File: src/rtl/p2v_ring.sv
`timescale 1ns / 1ps
`default_nettype none

// Velocity ring storage: one write, one registered read per cycle.
module p2v_ring #(
  parameter int DEPTH = 8,
  parameter int DW    = 96,
  parameter int AW    = 3
) (
  input  wire logic          clk,
  input  wire logic          wr_en,
  input  wire logic [AW-1:0] wr_addr,
  input  wire logic [DW-1:0] wr_data,
  input  wire logic [AW-1:0] rd_addr,
  output logic [DW-1:0]      rd_data
);

  logic [DW-1:0] mem [DEPTH];

  always_ff @(posedge clk) begin
    if (wr_en) begin
      mem[wr_addr] <= wr_data;
    end
    rd_data <= mem[rd_addr];
  end

endmodule

`default_nettype wire
File: config.mk
export PLATFORM = sky130hd
export DESIGN_NAME = p2v_ring
export DESIGN_NICKNAME = d
export VERILOG_FILES = /design/src/rtl/p2v_ring.sv
export SDC_FILE = /design/constraint.sdc
export NUM_CORES = 1
export LEC_CHECK = 0
export BUFFER_PORTS_ARGS = -buffer_cell sky130_fd_sc_hd__buf_2
export CAP_MARGIN = 10
export CORE_MARGIN = 4
export CORE_UTILIZATION = 60
export CTS_CLUSTER_SIZE = 16
export DETAILED_ROUTE_END_ITERATION = 16
export GPL_TIMING_DRIVEN = 0
export PLACE_DENSITY_LB_ADDON = 0.05
export RECOVER_POWER = 50
export SLEW_MARGIN = 20
export SYNTH_ARGS = -nofsm -noshare
export SYNTH_HDL_FRONTEND = slang
export SYNTH_SLANG_ARGS = --single-unit
File: constraint.sdc
create_clock -name clk -period 16.55 [get_ports clk]
set_input_delay 3.31 -clock clk [delete_from_list [all_inputs] [get_ports clk]]
set_output_delay 3.31 -clock clk [all_outputs]
set_load 0.005 [all_outputs]
# Yosys cells after proc, flatten, opt, wreduce, memory -nomap -nowiden

Memories as Yosys holds them, arrays and structs flattened. A register that Yosys moved wholly into a read port is not among the register bits.
Cells that the tools add are included.

Bits in registers: 0
Memory bits (writable): 768
Output and inout port bits: 96
Word-level logic and storage cells: 3
Memories: 1

Muxes and demuxes: 2

Memory list:

| name | depth | bits a word | read ports | clocked after memory_dff | write ports | line | RTL |
|---|---|---|---|---|---|---|---|
| mem  | 8     | 96          | 1          | 1                        | 1           | 18   | `logic [DW-1:0] mem [DEPTH];` |

Operators by type and width:

| cell             | count |
|---|---|
| 1-bit 2-to-1 mux | 2 |

# Logic depth before layout (Yosys ltp)

Depth after elaboration: 2
Gate-level depth with buffers: 5

# Least setup slack after synthesis

Ideal clock, no wire load.

Path kind: in2reg
Start point: input port wr_addr[2]
End point: memory mem[0][0] (enable)
Setup time: 670 ps
Arrival time: 9984 ps
Required time: 15880 ps
Slack: 5896 ps
Stages: 2
Path buffers: 0
Path through: nand2b_1 > nor3_1

RTL lines:

| what        | line | RTL |
|---|---|---|
| from (decl) | 12   | `input wire logic [AW-1:0] wr_addr,` |
| to (decl)   | 18   |  |

No word-level cell before the write port.

# Final worst setup path

Start point: input port wr_addr[2]
End point: memory mem[3][16] (enable)

No word-level cell before the write port.

==> metrics.yaml <==
die:
  dieArea_um2: 55000
  initial_core_util_pct: 61.0
  rows: 82
  die-width_um: 235
  core-area_um2: 50500
  ioPinCount: 200
  die_h_um: 235
worst_setup_path:
  cpLargestDelayFamily: "buffers and inverters"
  cpPeakStageDelay_ns: 1.06
  crit_start: "wr_addr[2]"
  crit_chain: "clkbuf_1 > nand2b_1 > nor2_1 > clkbuf_1 > buf_12 > buf_12"
  reg2reg_setup_slack_ns: 15.25
  reg2reg_from: "mem[7][51]$_DFFE_PP_"
  worstSetupStartpointType: "primary input"
  worst-path-buf-inv: 4
  worstPathMaxFanout: 18
  timing_worst_setup_path_type: "in -> reg"
  rr_endpoint: "rd_data[51]$_DFF_P_"
  cpMaxStageDelayCell: "clkbuf_1"
  endpoint_kind: "flop"
  required_ns: 16.86
  r2r_cells: 2
  cp.arrival_ns: 6.08
yosys:
  synth_top_family_by_area: "multiplexers"
  synth_cell_types: 12
  synth_compound_area_share_pct: 0
  ys_seq_area_share_pct: 81.1
  synth_xor_area_share_pct: 0
  synth_cells: 1219
  synthesis.area_um2: 30800
  synth_simple_gate_area_share_pct: 0.191
  syn_area_per_cell_um2: 25.3
  synth_fa_ha_area_share_pct: 0
  muxShareOfSynthArea_pct: 17.5
  yosys_warnings: 0
  syn_nets: 1323
  synth_seq_cells: 864
sta:
  fin_crit_sh_pct: 34.9
  hold_violations: 0
  relSlewSlack_pct: -40.6
  setup_ws_ns: 10.78
  setup_viol: 0
  maxClockFrequency_mhz: 173
  rsz0062_at_grt: "false"
  worst_pin_slew_ns: 2.10
  fin_crit_ns: 5.77
  holdWs_ns: 0.674
  finalSetupTns_ns: 0
  finalMaxSlewViolations: 62
  skew_ns: 0.0132
place:
  post-place-ws_ns: 10.73
  dp_hpwl_mm: 37.4
  numPortBuffers: 196
  finalWeightedCongestion: 0.703
  dpl_cell_area_um2: 33600
routing:
  vias: 13500
  wirelength_mm: 60.5
  first_pass_iters: 4
  ant_nets: 0
  drt-wirelength-per-cell_um: 26.2
  drc_errors: 0
  drtIter0Drc: 1211
  vias_per_cell: 5.85
cts:
  insertion_delay_ns: 0.61
  post_cts_buffers: 0
  cts_num_sinks: 864
  clk_pin_slew_ns: 0.06
  ctsHoldBuffers: 0
  htreeDepth: 3
  root_buffer: "clkbuf_16"
  cts_tree: "yes"
  cts_buffers: 84
  cts_resized: 0
  clk_path_buf_depth: 3
power:
  leakage_nw: 11.8
  vdd_drop_max_uv: 139
  power_w: 0.00459
  power_density_nw_per_um2: 127
hold_path:
  min_from: "mem[7][10]$_DFFE_PP_"
  min_path_type: "reg -> reg"
  hold_depth: 2
  min_to: "rd_data[10]$_DFF_P_"
global_route:
  gr-total-overflow: 0
  antenna_found_initial: 13
  grt_pass1_wl_mm: 90.1
  grt_max_degree: 21
  grt_pass1_vias: 14200
  grt_use_total_pct: 22.7
status:
  status: "finished with violations"
  violations: "max-capacitance violations, max-slew violations"
cells_and_area:
  layout-drive-gt1-share_pct: 35.8
  area_growth_syn_to_layout_pct: 17.2
  mostFrequentLayoutCells: "edfxtp_1 (768), mux4_2 (192), clkbuf_1 (141)"
  fin_area_um2: 36100
  fin_nets: 1665
  layout_commonest_cell: "edfxtp_1"
job:
  maxCapViolations: 5
==> cells by family (layout without fill, tap and decap cells) <==
family,count (synthesis),in the layout
buffers and inverters,54,464
DFF,864,864
muxes,288,288
other,0,7
and+or+nand+nor,13,13
==> worst min-delay path: stages (launching register included) <==
cell	delay, ns
edfxtp_1	0.31
mux4_2	0.21
mux2_2	0.13
==> flip-flops by register name, indices dropped and copies added (netlist names) <==
name	cells
mem	768
rd_data	96
==> how the worst max path moves through the flow <==
| stage | to | slack (ns) | depth (start not counted) |
|---|---|---|---|
| 2_1_floorplan | mem[0][0]$_DFFE_PP_ | 5.90 | 2 |
| 3_3_place_gp | mem[4][87]$_DFFE_PP_ | -1.12 | 3 |
| 3_5_place_dp | mem[0][13]$_DFFE_PP_ | 10.73 | 9 |
| 4_1_cts | mem[0][19]$_DFFE_PP_ | 11.33 | 9 |
| 5_1_grt | mem[3][19]$_DFFE_PP_ | 10.62 | 6 |
| 6_report | mem[3][16]$_DFFE_PP_ | 10.78 | 6 |
==> power breakdown <==
| part | internal [W] | switching (W) |
|---|---|---|
| clock | 0.00111 | 0.000756 |
| combinational | 0.000117 | 0.000120 |
| sequential | 0.00246 | 0.0000256 |
==> synth_stat cells (all sizes together) <==
cell	number	area [µm²]
nor3	2	10.0
clkbuf	20	75.1
nor2	6	22.5
nand2	2	7.51
mux4	192	4320
nand2b	3	18.8
buf	34	283
dfxtp	96	1920
edfxtp	768	23100
mux2	96	1080
==> layout make-up <==
cell class / instances / area, µm²
flip-flops and latches: 864 / 25000
diodes: 7 / 17.5
plain buffers: 54 / 358
clock inverters: 38 / 349
multi-input cells: 301 / 5460
well taps: 672 / 841
clock buffers: 116 / 2380
fillers: 3049 / 14400
repair buffers: 256 / 1720
==> stage by stage <==
step	utilization (%)	std cells
2_1_floorplan	-	1219
3_3_place_gp	64.6	2087
3_5_place_dp	66.5	2147
4_1_cts	71.9	2301
5_1_grt	71.5	2304
6_report	71.5	2308
==> metal layers <==
metal | track usage [%] | wire length (µm)
met1 | 31.7 | 24700
met2 | 37.1 | 30400
met3 | 4.96 | 3960
met4 | 6.37 | 1210
met5 | 0 | 123
Note: power is estimated with default switching activity, not from simulation.
