==> src/rtl/p2v_div.sv <==
`timescale 1ns / 1ps
`default_nettype none

// Restoring divider, one quotient bit per cycle.
module p2v_div #(
  parameter int NW = 65,
  parameter int DW = 33
) (
  input  wire logic          clk,
  input  wire logic          rst,
  input  wire logic          start,
  input  wire logic [NW-1:0] dividend,
  input  wire logic [DW-1:0] divisor,
  output logic               done,
  output logic [NW-1:0]      quotient
);

  localparam int CNTW = $clog2(NW + 1);

  logic [NW-1:0]   q;
  logic [DW-1:0]   rem;
  logic [DW-1:0]   dv;
  logic [CNTW-1:0] cnt;
  logic            busy;
  logic [DW:0]     rem_sh;
  logic            fits;

  // shift in next dividend bit, trial subtract
  assign rem_sh   = {rem, q[NW-1]};
  assign fits     = rem_sh >= {1'b0, dv};
  assign quotient = q;

  always_ff @(posedge clk) begin
    if (rst) begin
      busy <= 1'b0;
      done <= 1'b0;
      cnt  <= '0;
    end else begin
      done <= 1'b0;
      if (start) begin
        busy <= 1'b1;
        cnt  <= CNTW'(NW);
      end else if (busy) begin
        cnt <= cnt - 1'b1;
        if (cnt == CNTW'(1)) begin
          busy <= 1'b0;
          done <= 1'b1;
        end
      end
    end
  end

  // datapath
  always_ff @(posedge clk) begin
    if (start) begin
      q   <= dividend;
      rem <= '0;
      dv  <= divisor;
    end else if (busy) begin
      q   <= {q[NW-2:0], fits};
      rem <= fits ? DW'(rem_sh - {1'b0, dv}) : DW'(rem_sh);
    end
  end

endmodule

`default_nettype wire

==> config.mk <==
export PLATFORM = sky130hd
export DESIGN_NAME = p2v_div
export DESIGN_NICKNAME = d
export VERILOG_FILES = /design/src/rtl/p2v_div.sv
export SDC_FILE = /design/constraint.sdc
export NUM_CORES = 1
export LEC_CHECK = 0
export BUFFER_PORTS_ARGS = -buffer_cell sky130_fd_sc_hd__buf_2
export CAP_MARGIN = 20
export CORE_ASPECT_RATIO = 1.5
export CORE_MARGIN = 2
export CORE_UTILIZATION = 45
export CTS_BUF_LIST = sky130_fd_sc_hd__clkbuf_8
export CTS_CLUSTER_DIAMETER = 60
export CTS_CLUSTER_SIZE = 12
export DETAILED_ROUTE_END_ITERATION = 6
export MAX_ROUTING_LAYER = met4
export PLACE_DENSITY = 0.69
export SYNTH_ARGS = -nofsm -noshare
export SYNTH_HDL_FRONTEND = slang
export SYNTH_SLANG_ARGS = --single-unit
==> constraint.sdc <==
create_clock -name clk -period 4.1 [get_ports clk]
set_clock_uncertainty 0.05 [all_clocks]
set_input_delay 0.205 -clock clk [delete_from_list [all_inputs] [get_ports clk]]
set_output_delay 0.205 -clock clk [all_outputs]
set_load 0.01 [all_outputs]
# == Yosys cells after proc, flatten, opt, wreduce, memory -nomap -nowiden ==
# Cells that the tools add are included.
# word_totals
ff_bits,140
inputBits,101
out_inout_bits,66
word_cells,24
# op_classes
add_sub_neg,2
order_cmp,1
n_eq_ne,1
muxes,9
n_bitwise,1
n_reduce_logical,3
# op_table
op,count
$mux 65,2
$ge 34x33->1,1
$mux 33,1
$sub 33x33->33,1
$mux 7,2
$eq 7x1->1 const B,1
$sub 7x1->7 const B,1
$mux 1,4
$reduce_or 3->1,1
$reduce_bool 2->1,1
$reduce_or 2->1,1
$not 1->1,1

# == Longest topological paths before layout ==
# Gate-level depths: netlist of the first run.
# depth
ltp_word,4
ltp_mapped,14
depth_no_buf,12

# == Worst setup path after synthesis of the first run ==
# Ideal clock, no wire load.
# synth_path
path_kind,flip-flop to flip-flop
startpoint,"register q[64], in the netlist quotient[64]"
endpoint,"register q[0], in the netlist quotient[0], data pin"
setup_time_ps,260
arrival_time_ps,2928
required_ps,3790
slack_ps,862
path_stages_with_launch,14
path_buffers,2
period_less_slack_ps,3238
cell_sequence,edfxtp_1 inv_1 ha_1 inv_1 fa_1 a21o_1 a221o_1 a311oi_2 a211oi_2 o21ai_2 nand2_1 buf_2 buf_6 mux2_2
# synth_via
elab_chain_len,3
# synth_rtl
element,line,text
"start, declared",20,logic [NW-1:0] q;
"start signal, assigned",56,q <= dividend;
"start signal, assigned",60,"q <= {q[NW-2:0], fits};"
$ge 34x33->1,30,"assign fits = rem_sh >= {1'b0, dv};"
$mux 65,59,end else if (busy) begin
$mux 65,55,if (start) begin
# No other way between the ends. The select of a mux whose other input is x is not followed.
# A chain may end at the register's enable or synchronous reset.

# == Final worst setup path of the first run ==
# layout_path
startpoint,"register q[64], in the netlist quotient[64]"
endpoint,register rem[2]
# layout_via
elab_chain_len,2
word_cells_on_any_way,3
cone_classes,add/sub (1); order compare (1); mux (1)
# layout_rtl
element,line,text
$sub 33x33->33 or $ge 34x33->1 (tied branches),"61, 30",
$mux 33 (*),61,"rem <= fits ? DW'(rem_sh - {1'b0, dv}) : DW'(rem_sh);"
"end signal, assigned",61,
"end, declared",21,logic [DW-1:0] rem;
# Mark *: on every way between the ends. The rest lies on a longest branch, timed or not.

==> results.md, run 1 <==
- The global router's overall resource usage is 24.1%.
- In this run the worst path has a maximum fanout of 17.
- The initial utilization of the core area, before any placement, comes to 46.0%.
- Data arrives at the worst endpoint at 3.94 ns.
- The maximum level of the CTS H-tree is 4.
- The relative slew slack is 41.7%.
- The worst-case reg-to-reg path depth is 13.
- The number of enable-type register cells in the synthesized netlist is 98.
- The number of antenna violations at the first check in global routing came to 0.
- The row count is 58.
- The number of inserted filler cells in the final layout is 1382.
- STA classifies the critical path endpoint as a flop.
- The worst setup path is launched from a flop.
- Along the worst hold path, the cell count comes to 2.
- The repair_antennas step left the layout with diodes totalling 0.
- After detailed placement, the design holds a cell count of 1063.
- The final critical delay including setup and external delays is 3.69 ns.
- In this run the mean area of a mapped cell was 10.7 µm².
- The leftover overflow at the end of global routing is 0.
- The leakage power summed over all cells is approximately 4.2 nW.
- The highest clock rate is 0.271 GHz.
- For this run, the number of Yosys warnings is 0.
- The fraction of layout cells with a size suffix above 1 is 29.5%.
- The pre-CTS setup slack is 0.474 ns.
- The flow ran to the end, and the final reports show no timing, DRC or antenna violations.
- The startpoint-to-endpoint class of the critical path is reg -> reg.
- Gates resized during post-CTS repair numbered 0.
- Setup repair after global routing left no endpoint under its margin.
- Using the TritonRoute via totals, the vias-per-cell ratio works out to 5.49.
- In the routed design, unresolved DRC markers number 0.
- Of the total power, registers draw about 44%.
- Clock-pin slew was measured on the worst setup and hold paths at around 0.1 ns.
- Of the available clock period, the critical path in the final layout requires 90.0%.
- The number of nets in the finished design is approximately 1100.
- In this run the cell area of the synthesized design comes to 0.00771 mm².
- The post-layout total power is 3.98 mW.
- At the worst endpoint, the required time is 4.35 ns.
- The number of port buffers is about 170.
- The iteration count of the initial detailed-routing pass is 6.
- The main flop type after synthesis is sky130_fd_sc_hd__edfxtp_1.
- Summing all multi-input logic gate instances after layout gives 0.00358 mm².
- The overall via count from detail_route is 6544.
- The die covers 0.0182 mm².
- The latest clock arrival within the worst-skew pair is 0.46 ns.
- Routability-driven placement finished with a final weighted congestion of 0.922.
- Leaving out filler cells and counting taps, the final layout contains ~1200.
- The power per cell area is 395 mW/mm².
- In the final routed layout, each cell accounts on average for 17.4 µm.
- The synthesized instance count is 719.
- The number of buffers inserted during clock tree synthesis is 17.
- The combinational cell fraction of total power is about a quarter.
- After layout, the worst setup slack is 0.411 ns.
- The endpoint of the worst hold path is quotient[62].
- The total length of routed wires is 20700 µm.
- The number of nets with antenna violations after routing is 0.
- Summing all flip-flop and latch instances after layout gives 0.00378 mm².
- The clock passes through at most 2 buffers.
- Setup violations remaining at the end of the flow were counted as 0.
- The class of the tightest hold or removal check is in -> reg.
- For the pin with the worst max-slew slack, the measured transition is 0.875 ns.
- Entering global routing, the biggest net connects 69 pins.
- The first-pass GRT wire length is 34100 µm.
- The analysis attributes to net switching a power of ~1.2 mW.
- The sum of net half-perimeters after detailed placement is 13800 µm.
- The overall die width is 111 µm.
- The tool flagged a number of max-cap violations equal to 0.
- The net count after synthesis is 856.
- The number of global-route vias before repair was 7048.
- The internal power is roughly 2.7 mW.
- The fraction of registers with async set or reset after synthesis is 0%.
- The worst vdd rail ir drop is around 0.32 mV.
- In this run the most critical hold path is launched from dividend[62].
- The relative area change from synthesis to final layout is 30.7%.
- The worst flop-to-flop path startpoint is quotient[64].
- Counting flops and latches in the post-synthesis netlist gives 140.
- The number of pins with negative max-slew slack in the final report came to 0.
- In this run the count of I/O pins placed on the die edge is 167.
- Cells fill 60.1% of the core in the end.
- The setup TNS is 0 ns.
- The number of distinct library cells after synthesis is 65.
- The CTS tree is built.
- The vertical die dimension is roughly 160 µm.
- The part of the Yosys area used for sequential elements is just under 50%.
- The core region is 0.0168 mm².
- Of the total power, the clock network draws 30.3%.
- The count of endpoints failing hold in the final timing report was 0.
- The clock tree root buffer cell is sky130_fd_sc_hd__clkbuf_8.
- The number of design-rule violations left by the first detailed-router iteration is 343.
- Of the total power, the share spent switching nets is 31.3%.
- The capture point of the worst reg-to-reg path is rem[2].
- The worst reg-to-reg setup slack is 0.41 ns.
- The clock sink count is 140.
## registers in the layout (all words and copies together), names as in the netlist
| signal | count |
|---|---|
| quotient | 65 |
| dv | 33 |
| rem | 33 |
| cnt | 7 |
| busy | 1 |
| done | 1 |
## critical path, stage by stage, from the launching register on
cell and delay, ns:
sky130_fd_sc_hd__edfxtp_1 0.42, sky130_fd_sc_hd__inv_1 0.07, sky130_fd_sc_hd__ha_1 0.16, sky130_fd_sc_hd__inv_1 0.05, sky130_fd_sc_hd__fa_1 0.40, sky130_fd_sc_hd__a21o_1 0.21, sky130_fd_sc_hd__a221o_1 0.38, sky130_fd_sc_hd__a311oi_2 0.36
sky130_fd_sc_hd__a211oi_2 0.15, sky130_fd_sc_hd__o21ai_2 0.23, sky130_fd_sc_hd__nand2_1 0.39, sky130_fd_sc_hd__buf_4 0.38, sky130_fd_sc_hd__o211ai_1 0.19, sky130_fd_sc_hd__a21oi_1 0.08
## power by group through the flow
stage	clock network, mW	logic (mW)	registers (mW)
final	1.21	1.02	1.76
after global routing	1.30	1.12	1.77
after CTS	1.23	1.00	1.75
after detailed placement	0	0.929	1.78
after global placement	0	0.918	1.78
after floorplan	0	0.630	1.80
## timing repair
action	in CTS	in global routing
endpoints found under the setup margin	0	0
hold buffers	98	0
hold endpoints to repair	100	0
setup buffers	0	0
## through the flow
stage	hold slack [ns]	instance area, µm²
CTS	0.0302	10100
floorplan	0.224	7710
detailed placement	0.333	8670
finish	0.0504	10100
global route	0.0383	10100
global placement	0.332	8670
## synthesized netlist by cell type (all sizes together) (10+ instances only)
cell | count | area share, %
xor2 | 10 | 1.1
dfxtp | 42 | 11
nand3 | 16 | 1.0
a21o | 14 | 1.4
a311oi | 24 | 3.5
mux2 | 65 | 9.5
nor2 | 64 | 3.2
clkbuf | 26 | 1.3
xnor2 | 19 | 2.2
buf | 12 | 1.1
inv | 43 | 2.1
o21ai | 23 | 1.5
nor3 | 12 | 0.93
a21oi | 44 | 2.9
edfxtp | 98 | 38
nand2 | 74 | 3.6
nand4 | 11 | 0.89
ha | 35 | 5.7
## cell type report
type / instances / share of cell area [%]
inverters: 44 / 1.64
clock inverters: 15 / 1.83
clock buffers: 17 / 2.32
flip-flops and latches: 140 / 37.6
multi-input cells: 497 / 35.6
repair buffers: 270 / 18.5
well taps: 210 / 2.61
## routing by layer
metal / GRT usage, % / routed length, µm
met1: 26.5 / 8140
met2: 40.9 / 10400
met3: 5.39 / 1290
met4: 12.7 / 898
met5: - / 0
## cells in the final DEF (no fill, tap or decap), types with 3 or more instances in the layout
master,n
sky130_fd_sc_hd__buf_2,165
sky130_fd_sc_hd__edfxtp_1,98
sky130_fd_sc_hd__dlygate4sd3_1,98
sky130_fd_sc_hd__nand2_1,73
sky130_fd_sc_hd__mux2_2,65
sky130_fd_sc_hd__nor2_1,63
sky130_fd_sc_hd__a21oi_1,44
sky130_fd_sc_hd__inv_1,43
sky130_fd_sc_hd__dfxtp_1,41
sky130_fd_sc_hd__ha_1,35
sky130_fd_sc_hd__o21ai_0,21
sky130_fd_sc_hd__xnor2_1,19
sky130_fd_sc_hd__clkbuf_8,17
sky130_fd_sc_hd__nand3_1,16
sky130_fd_sc_hd__a311oi_1,15
sky130_fd_sc_hd__a21o_1,14
sky130_fd_sc_hd__nor3_1,11
sky130_fd_sc_hd__nand4_1,11
sky130_fd_sc_hd__xor2_1,10
sky130_fd_sc_hd__a311oi_2,9
sky130_fd_sc_hd__a211oi_1,7
sky130_fd_sc_hd__and3_1,7
sky130_fd_sc_hd__buf_4,7
sky130_fd_sc_hd__inv_6,6
sky130_fd_sc_hd__nor2b_1,5
sky130_fd_sc_hd__o21a_1,4
sky130_fd_sc_hd__o211ai_1,4
sky130_fd_sc_hd__a211o_1,4
sky130_fd_sc_hd__o31ai_1,4
sky130_fd_sc_hd__or3_1,4
sky130_fd_sc_hd__nor4_1,3
sky130_fd_sc_hd__a31oi_1,3
sky130_fd_sc_hd__mux2i_1,3
sky130_fd_sc_hd__a2111oi_0,3
sky130_fd_sc_hd__o311a_1,3
sky130_fd_sc_hd__clkinv_1,3
sky130_fd_sc_hd__o21bai_1,3
sky130_fd_sc_hd__bufinv_16,3
## worst max-delay path by stage
| stage | cells past startpoint | from | slack [ns] | to |
|---|---|---|---|---|
| after floorplan | 13 | quotient[64] | 0.86 | quotient[0] |
| after global placement | 13 | quotient[64] | 0.61 | rem[2] |
| after detailed placement | 13 | quotient[64] | 0.47 | rem[2] |
| after CTS | 13 | quotient[64] | 0.43 | rem[2] |
| after global routing | 13 | quotient[64] | 0.12 | rem[2] |
| final | 13 | quotient[64] | 0.41 | rem[2] |
## kinds of logic after synthesis
logic type      count (synthesis)  share of synthesized area (%)
simple gates                  205                           12.1
compound gates                159                           15.3
flops                         140                           49.1
buf+inv                        82                           4.48
mux                            68                           9.88
fa+ha+maj                      36                           5.94
xor+xnor                       29                           3.29
Power figures use the tool's default switching activity.
==> run 2: changes to the inputs <==
--- a/config.mk
+++ b/config.mk
@@ -8,7 +8,7 @@
 export BUFFER_PORTS_ARGS = -buffer_cell sky130_fd_sc_hd__buf_2
 export CAP_MARGIN = 20
 export CORE_ASPECT_RATIO = 1.5
-export CORE_MARGIN = 2
+export CORE_MARGIN = 8
 export CORE_UTILIZATION = 45
 export CTS_BUF_LIST = sky130_fd_sc_hd__clkbuf_8
 export CTS_CLUSTER_DIAMETER = 60
==> run 2 against run 1 <==
  * Global-route usage is 3.8 points lower
  * Design area is 0.81% lower
  * Wire length is 1.2% higher
  * Worst hold slack worse by 0.0097 ns
  * Sequential power hardly changed
  * Combinational power hardly changed
  * Sequential share of layout area is 0.31 points higher
  * Largest power group unchanged
==> results.md, run 2 (synthesis results as in run 1) <==
- The maximum level of the CTS H-tree is 4.
- The data required time at the worst endpoint is 4.35 ns.
- The power per cell area is around 380 mW/mm².
- The number of port buffers is approximately 170.
- Setup violations remaining at the end of the flow were counted as 0.
- In the global route stage, met1 resource usage came out at 22.7%.
- The number of placed cells counting well taps is 1064.
- The core outline area is 0.0168 mm².
- The final critical delay including setup and external delays is 3.63 ns.
- Sequential cells account for about 46% of the total power.
- The final period utilization is 88.7%.
- The pre-CTS setup slack is 0.541 ns.
- The met2 usage in global routing is 33.3%.
- The global router's overall resource usage is 20.3%.
- The max-cap violation count is 0.
- Dividing the detail-routed via count by the number of cells gives 5.48.
- The worst vdd rail ir drop is 0.285 mV.
- The combinational cell fraction of total power is 26.6%.
- The initialized floorplan defines between 50 and 60 standard-cell rows.
- The measured slew at the worst slew-check pin is 0.850 ns.
- Pin placement for this block handled 167 I/O pins.
- The total of cells resized after clock tree synthesis is 0.
- The internal power is around 2.6 mW.
- The final-layout worst hold slack is a little over 0.04 ns.
- The area growth from synthesis to layout is 29.6%.
- The critical path goes through inv_1 > ha_1 > inv_1 > fa_1 > a21o_1 > a221o_1 > a311oi_2 > a211oi_2 > o21ai_2 > nand2_1 > buf_4 > o211ai_1 > a21oi_1.
- The category of cells accounting for the largest share of critical-path delay is compound AO/OA/AOI/OAI gates.
- The sum of net half-perimeters after detailed placement is 14500 µm.
- The number of buffer and inverter stages on the critical path is 3.
- The global-route track usage on met3 is 5.79%.
- The total length of routed wires is ~21000 µm.
- The die covers 0.0217 mm².
- For this run, design rule violations remaining after detail routing come to 0.
- The relative slew slack is between 40% and 50%.
- The maximum net fanout on the critical path is 17.
- The number of global-route vias before repair came to 6862.
- After clock tree synthesis, the clock-pin slew on the worst setup and hold paths is 0.09 ns.
- The clock passes through at most 2 buffers.
- The highest-utilization routing layer at the global route stage is met2.
- The latest clock arrival within the worst-skew pair is 0.45 ns.
- The vertical die dimension is 176 µm.
- The net load switching power is 1.24 mW.
- In this run the clock root is driven by a sky130_fd_sc_hd__clkbuf_8.
- The worst setup path is captured at a flop.
- The run finished with clean final reports.
- Of the total power, the share spent switching nets is 32.8%.
- STA puts the critical path data arrival time at 3.88 ns.
- The detail route stage leaves a number of antenna-violating nets equal to 0.
- The setup TNS is 0 ns.
- The CTS tree is built.
- In this design, the stage delay of the slowest critical-path cell is 0.41 ns.
- The most frequent standard cell in the layout excluding fill and tap cells is sky130_fd_sc_hd__buf_2.
- The worst hold path belongs to the class in -> reg.
- The flip-flop count of the largest register, all copies and words added is 65.
- In the final routed layout, each cell accounts on average for approximately 18 µm.
- The count of endpoints failing hold in the final timing report is 0.
- The startpoint-to-endpoint class of the critical path is reg -> reg.
- The first detailed-routing pass ran for 5 iterations.
- The overall via count from detail_route is 6541.
- The final worst slack is 0.465 ns.
- In the layout the commonest cells are sky130_fd_sc_hd__buf_2, sky130_fd_sc_hd__edfxtp_1, sky130_fd_sc_hd__dlygate4sd3_1.
- The tree built by TritonCTS fans out to 140 sinks.
- The number of nets in the finished design is 1106.
- In the final layout, the share of cells above drive strength 1 is 29.6%.
- The first routing iteration left roughly 290 violations.
- Per report_power, the clock group accounts for about 27% of the total.
- For this run, the top clock speed supported by timing is 0.275 GHz.
- The final RePlAce weighted congestion is 0.876.
- The leftover overflow at the end of global routing is 0.
- On the critical path, the stage with the largest delay is an instance of sky130_fd_sc_hd__fa_1.
- By instance count, the cell type seen most on the critical path is sky130_fd_sc_hd__inv_1.
- The number of buffers inserted during clock tree synthesis is 17.
- The sort of element at the start of the critical path is a flop.
- The overall die width is 123 µm.
- The final cell count without fillers is between 1000 and 1500.
- Entering global routing, the biggest net connects 71 pins.
- The first-pass GRT wire length is 33800 µm.
- The layout has between 1000 and 1500 filler cells.
- For this configuration, the core starts out at a cell density of 46.0%.
- The number of pins with negative max-slew slack in the final report came to 0.
- Setup repair after global routing left no endpoint under its margin.
- The leakage power summed over all cells is 4.20 nW.
- The number of antenna violations at the first check in global routing is 2.
run 2: cell count changes in the layout (fill, tap and decap cells not counted), sizes merged:
cell / before / now
clkinvlp: 0 / 1
bufinv: 3 / 0
diode: 0 / 2
inv: 50 / 51
buf: 172 / 173
dlygate4sd3: 98 / 96
run 2: power groups by stage:
stage / clock, mW / sequential (mW) / combinational (mW)
floorplan: 0 / 1.80 / 0.630
global placement: 0 / 1.78 / 0.923
detailed placement: 0 / 1.78 / 0.930
CTS: 1.05 / 1.76 / 1.01
global route: 1.10 / 1.78 / 1.11
finish: 1.02 / 1.76 / 1.01
run 2: worst paths after layout:
check | startpoint | end | slack (ns) | cells past startpoint
max reg2reg | quotient[64] | rem[2] | 0.47 | 13
max | quotient[64] | rem[2] | 0.47 | 13
min reg2reg | rem[22] | rem[22] | 0.45 | 2
min | dividend[64] | quotient[64] | 0.04 | 2
run 2: final cells by class:
type                            instances  area [µm²]  area share, %
Inverter                               44         165           1.65
Multi-Input combinational cell        497        3580           35.9
Clock inverter                         14         110           1.10
Antenna cell                            2        5.00         0.0501
Tap cell                              210         263           2.63
Clock buffer                           17         234           2.34
Sequential cell                       140        3780           37.9
Timing Repair Buffer                  269        1850           18.5
run 2: per-stage QoR:
stage / util (%) / cell area, µm² / power, mW
2_1_floorplan: - / 7710 / 2.43
3_3_place_gp: 51.8 / 8680 / 2.71
3_5_place_dp: 51.8 / 8680 / 2.71
4_1_cts: 59.6 / 9990 / 3.81
5_1_grt: 59.6 / 9990 / 3.99
6_report: 59.6 / 9990 / 3.80
run 2: routing by layer:
layer  wire (µm)  up-vias
li1            -     3162
met3        1320       34
met4         591        0
met5           0        -
met2       10400      211
met1        8730     3134
run 2: timing repair:
item                                   4_1_cts  5_1_grt
endpoints found under the hold margin       98        0
hold buffers                                96        0
buffers inserted                             0        0
setup endpoints to repair                    0        0
